### src/design/assert_macros.svh
// Assertion macros shared by the RTL of the position ring log.
// Stand-alone header; no dependencies.
`ifndef ASSERT_MACROS_SVH
`define ASSERT_MACROS_SVH

// Clocked property, ignored while the active-low reset is asserted.
`define ASSERT_CLK(label, clk, rst_n, prop, msg) \
    label: assert property (@(posedge clk) disable iff (!(rst_n)) (prop)) else $error(msg);

// Plain invariant checked on every clock edge.
`define ASSERT_ALWAYS(label, clk, rst_n, expr, msg) \
    `ASSERT_CLK(label, clk, rst_n, (expr), msg)

`endif

### src/design/tprl_pkg.sv
// Shared types and constants of the time-stamped position ring log.
// No dependencies; imported by every module of the block.
package tprl_pkg;

    localparam int SLOTS_DEF       = 256;
    localparam int MAX_RECORDS_DEF = 255;

    localparam int MODE_W     = 2;
    localparam int INTERVAL_W = 20;
    localparam int MIN_W      = 32;
    localparam int COORD_W    = 16;
    localparam int IDX_W      = 8;
    localparam int COMMIT_W   = 16;

    localparam logic [INTERVAL_W-1:0] SAVE_INTERVAL_RST = 20'd60;

    localparam logic [MODE_W-1:0] MODE_STORE  = 2'd0;
    localparam logic [MODE_W-1:0] MODE_AGE    = 2'd1;
    localparam logic [MODE_W-1:0] MODE_SEARCH = 2'd2;
    localparam logic [MODE_W-1:0] MODE_OLDEST = 2'd3;

    // One log record as held in the memory.
    typedef struct packed {
        logic [COORD_W-1:0] lon;
        logic [COORD_W-1:0] lat;
        logic [COORD_W-1:0] alt;
        logic [MIN_W-1:0]   minutes;
    } t_rec;

    localparam int REC_W = $bits(t_rec);

    // Control of the slot walker.
    typedef struct packed {
        logic load;
        logic step;
    } t_walk_ctl;

    localparam int S_TDATA_W = 128;
    localparam int M_TDATA_W = 112;

endpackage

### src/design/tprl_walk.sv
// Slot walker: steps a ring pointer backward from the newest slot and counts the age.
// Depends on tprl_pkg for the control struct.
module tprl_walk #(
    parameter int SLOTS  = tprl_pkg::SLOTS_DEF,
    parameter int SLOT_W = $clog2(SLOTS),
    parameter int AGE_W  = 8
) (
    input  logic                  i_clk,
    input  tprl_pkg::t_walk_ctl   i_ctl,
    input  logic [SLOT_W-1:0]     i_wr_slot,
    output logic [SLOT_W-1:0]     o_ptr,
    output logic [AGE_W-1:0]      o_age
);
    import tprl_pkg::*;

    logic [SLOT_W-1:0] r_ptr;
    logic [SLOT_W-1:0] n_ptr;
    logic [AGE_W-1:0]  r_age;
    logic [AGE_W-1:0]  n_age;

    // Step one slot back, wrapping below zero to the top slot.
    function automatic logic [SLOT_W-1:0] slot_dec(input logic [SLOT_W-1:0] s);
        return (s == '0) ? SLOT_W'(SLOTS - 1) : s - SLOT_W'(1);
    endfunction

    always_comb begin
        n_ptr = r_ptr;
        n_age = r_age;
        if (i_ctl.load) begin
            n_ptr = slot_dec(i_wr_slot);
            n_age = '0;
        end else if (i_ctl.step) begin
            n_ptr = slot_dec(r_ptr);
            n_age = r_age + AGE_W'(1);
        end
    end

    always_ff @(posedge i_clk) begin
        r_ptr <= n_ptr;
        r_age <= n_age;
    end

    assign o_ptr = r_ptr;
    assign o_age = r_age;

endmodule

### config.mk
export PLATFORM = sky130hd
export DESIGN_NAME = tprl_walk
export DESIGN_NICKNAME = d
export VERILOG_FILES = /design/src/design/assert_macros.svh /design/src/design/tprl_pkg.sv /design/src/design/tprl_walk.sv
export SDC_FILE = /design/constraint.sdc
export NUM_CORES = 1
export LEC_CHECK = 0
export BUFFER_PORTS_ARGS = -buffer_cell sky130_fd_sc_hd__buf_4
export CORE_ASPECT_RATIO = 1.2
export CORE_UTILIZATION = 51
export CTS_CLUSTER_DIAMETER = 40
export DETAILED_ROUTE_END_ITERATION = 16
export PLACE_DENSITY = 0.87
export SYNTH_ARGS = -nofsm -noshare
export SYNTH_HDL_FRONTEND = slang
export SYNTH_SLANG_ARGS = --single-unit
### constraint.sdc
create_clock -name i_clk -period 2.1 [get_ports i_clk]
set_input_delay 0.525 -clock i_clk [delete_from_list [all_inputs] [get_ports i_clk]]
set_output_delay 0.525 -clock i_clk [all_outputs]
set_load 0.02 [all_outputs]
==> metrics.log <==
INFO  metric outcome = complete, no violations
INFO  metric largest_net_degree_at_the_start_of_global_routing = 23
INFO  metric syn_nets = about 130
INFO  metric grt_first_pass_wirelength = 3.96 mm
INFO  metric detail_route.drc_violations = 0
INFO  metric cellLeakagePower = 0.520 nW
INFO  metric clock_tree_from_tritoncts = built
INFO  metric fin_skew = 14.1 ps
INFO  metric die_height = roughly 51 um
INFO  metric numPlacedInstances = about 160
INFO  metric overflow = 0
INFO  metric timing.final.hold_violations = 0
INFO  metric slowest_stage = sky130_fd_sc_hd__edfxtp_1
INFO  metric fin_crit = between 1500 and 2000 ps
INFO  metric report.power.total = about 0.0008 W
INFO  metric fin_cells = 163
INFO  metric synthesis.instances = between 100 and 150
INFO  metric wl_per_cell = around 14 um
INFO  metric max_slew_margin = 63.2%
INFO  metric synth.area.mux_share = under 10%
INFO  metric initial_utilization = a little over half
INFO  metric syn_to_final_growth = 24.1%
INFO  metric irDropWorstVdd = just under 0.0005 V
INFO  metric cts.reportedPaths.clkPinSlew = 100 ps
INFO  metric timing.reg2reg.worst_path_depth = 5
INFO  metric syn_area = just over 1000 sq um
INFO  metric antennaDiodeCount = 0
INFO  metric hold_path_class = reg2reg
INFO  metric dr.first_iter.drc_count = 41
INFO  metric vias_in_the_first_global_route = about 930
INFO  metric design.die.area = about 2200 sq um
INFO  metric power.clock.fraction = a little over a fifth
INFO  metric worst_slew_pin_slew = 546 ps
INFO  metric register_share_of_total_power = between 40% and 50%
INFO  metric setup_cp_type = reg2reg
INFO  metric insertion_delay_of_the_later_clocked_pin_in_the_worst_skew_pair = 300 ps
INFO  metric power_switching_share = approximately a third
INFO  metric worstPathMaxFanout = 6
INFO  metric worstPathCellList = inv_1 > ha_1 > o211ai_1 > o41ai_1 > a311o_1
INFO  metric grt_antenna_before_repair = 0
INFO  metric rows = 17
INFO  metric grtUsageTotal = between 20% and 30%
INFO  metric worst_setup_path_end_kind = flop
INFO  metric post_cts.repair.setup_buffers = 0
INFO  metric numClockSinks = 16
INFO  metric worst_setup_path_start_kind = flop
INFO  metric setup_tns = 0 ps
INFO  metric routed_wire_length = between 2 and 2.5 mm
INFO  metric worst_path_largest_cell_delay = 500 ps
INFO  metric synth_xor_xnor_area_share = about a tenth
INFO  metric max-clock-path-buffers = 2
INFO  metric netlist-cell-type-count = 35
INFO  metric cts_buffers = 3
INFO  metric synth_warnings = 0
INFO  metric hpwl = about 1.8 mm
INFO  metric dpl-instance-area = 1250 sq um
INFO  metric vias_per_cell = 5.93
INFO  metric cap_violations = 0
INFO  metric finish.net_count = 161
INFO  metric clock_tree.root_cell = sky130_fd_sc_hd__clkbuf_4
INFO  metric cts_max_level = 1
INFO  metric finalMaxSlewViolations = 0
INFO  metric required_time_of_the_worst_setup_path = about 2200 ps
INFO  metric switching_power = around 0.00026 W
INFO  metric min_delay_path_depth = 2
INFO  metric share_of_the_synthesized_area_in_compound_gates_ao_oa_aoi_oai = between 10% and 20%
INFO  metric drt.antenna.violating_nets = 0
INFO  metric place.gp.congestion = roughly 0.83
INFO  metric timing.fmax = between 500 and 600 MHz
INFO  metric syn-mean-instance-area = 8.93 sq um
INFO  metric ctsResizeCount = 0
INFO  metric post_synth_and_or_nand_nor_area_fraction = between 20% and 30%
INFO  metric hold_bufs_inserted_after_cts = 0
INFO  metric rsz0062_at_grt = no
INFO  metric pwr_density_cell = around 630 nW/um^2
INFO  metric layout-drive-gt1-share = between 20% and 30%
INFO  metric die_w = around 43 um
INFO  metric drt_pre_antenna_iters = 5
INFO  metric critPathArrivalTime = 1810 ps
INFO  metric synth_seq_cells = 16
INFO  metric seq_area_frac_synth = between 30% and 40%
INFO  metric area_of_all_placed_cells_without_fillers = 1270 sq um
INFO  metric synth_top_family_by_area = simple AND/OR/NAND/NOR gates
INFO  metric setup_viol = 0
INFO  metric synth-adder-area-share = about 6.1%
INFO  metric core_area = approximately 1900 sq um
INFO  metric p_comb_share = 29.3%
INFO  metric internal-power = 0.000539 W
INFO  metric count_of_boundary_i_o_pins = 27
INFO  metric fraction_of_the_core_area_covered_by_cells_at_the_end_of_the_flow = between 60% and 70%
INFO  metric numPortBuffers = 26
INFO  metric route.vias.total = roughly 970
INFO  metric final.period_utilization = 83.8%
-- cells in the final DEF (no fill, tap or decap), types with 2 or more instances in the layout --
| cell | instances |
|---|---|
| sky130_fd_sc_hd__mux2i_1 | 2 |
| sky130_fd_sc_hd__nor3b_1 | 2 |
| sky130_fd_sc_hd__edfxtp_1 | 8 |
| sky130_fd_sc_hd__nor2b_1 | 2 |
| sky130_fd_sc_hd__or3_1 | 2 |
| sky130_fd_sc_hd__buf_4 | 28 |
| sky130_fd_sc_hd__nor2_1 | 13 |
| sky130_fd_sc_hd__o21ai_0 | 3 |
| sky130_fd_sc_hd__xor2_1 | 5 |
| sky130_fd_sc_hd__clkbuf_4 | 3 |
| sky130_fd_sc_hd__nor3_1 | 9 |
| sky130_fd_sc_hd__dfxtp_1 | 8 |
| sky130_fd_sc_hd__ha_1 | 5 |
| sky130_fd_sc_hd__nand2_1 | 11 |
| sky130_fd_sc_hd__a22oi_1 | 4 |
| sky130_fd_sc_hd__inv_1 | 6 |
| sky130_fd_sc_hd__or2_2 | 2 |
| sky130_fd_sc_hd__nor4_1 | 2 |
| sky130_fd_sc_hd__xnor2_1 | 6 |
| sky130_fd_sc_hd__a21oi_1 | 5 |
| sky130_fd_sc_hd__or4_4 | 2 |
| sky130_fd_sc_hd__nand4_1 | 3 |
-- cells in the mapped netlist, drive strengths merged --
cell	n	area (sq um)
mux2i	2	20.0
buf	2	8.75
nor3b	2	15.0
o21ai	4	20.0
dfxtp	8	160
and3	1	6.26
a21oi	5	25.0
edfxtp	8	240
a311o	1	10.0
or4	2	22.5
inv	6	22.5
xor2	5	43.8
and3b	1	8.76
nand4	3	18.8
o211ai	1	7.51
or2	2	12.5
nor2b	2	12.5
ha	5	62.6
nand3	1	5.00
clkbuf	1	3.75
o21a	1	7.51
nor4	3	25.0
nand2	11	41.3
xnor2	6	52.6
a22oi	4	30.0
nor2	14	55.1
or3	2	12.5
o41ai	1	8.76
a2111oi	2	23.8
nor3	9	45.0
-- critical path, delay by kind of cell, from the launching register on --
kind | cells | cell delay [ps]
flops | 1 | 500
compound gates | 3 | 650
buf+inv | 1 | 110
fa+ha+maj | 1 | 250
-- state kept, by name, indices dropped and copies added (netlist names) --
signal / cells
o_ptr: 8
o_age: 8
-- layout make-up --
type | count | area (sq um)
repair buffers | 28 | 210
fillers | 156 | 597
clock buffers | 3 | 22.5
flip-flops and latches | 16 | 400
multi-input cells | 90 | 592
clock inverters | 1 | 3.75
inverters | 6 | 22.5
well taps | 19 | 23.8
-- metrics by stage --
step                setup WS, ps  hold slack (ps)
floorplan                    226              570
global placement             116              490
detailed placement          92.1              507
CTS                          328              523
global route                 243              538
finish                       340              521
-- power by group through the flow --
| stage | clock network, W | registers [W] | logic, W |
|---|---|---|---|
| 2_1_floorplan | 0 | 0.000435 | 0.000103 |
| 3_3_place_gp | 0 | 0.000401 | 0.000227 |
| 3_5_place_dp | 0 | 0.000402 | 0.000234 |
| 4_1_cts | 0.000176 | 0.000395 | 0.000235 |
| 5_1_grt | 0.000192 | 0.000400 | 0.000255 |
| 6_report | 0.000171 | 0.000395 | 0.000235 |
-- path summary, 6_finish.rpt --
path	endpoint	startpoint	slack [ps]
min reg2reg	o_age[6]	o_age[6]	520
max reg2reg	o_ptr[7]	o_ptr[0]	340
min	o_age[6]	o_age[6]	520
max	o_ptr[7]	o_ptr[0]	340
-- kinds of logic (layout without fill, tap and decap cells) --
| logic type | count (synthesis) | in the layout |
|---|---|---|
| DFF | 16 | 16 |
| AOI/OAI and AO/OA | 19 | 19 |
| xor gates and xnor gates | 11 | 11 |
| adders and majority gates | 5 | 5 |
| buffers and inverters | 9 | 38 |
| muxes | 2 | 2 |
| and+or+nand+nor | 53 | 53 |
-- routing by layer --
layer / vias up / part of all wire [%] / global-route usage [%]
li1: 472 / - / -
met4: 0 / 2.7 / 13.6
met5: - / 0 / 0
met2: 43 / 52 / 44.2
met3: 9 / 6.0 / 4.24
met1: 442 / 39 / 25.8
Power figures use the tool's default switching activity.
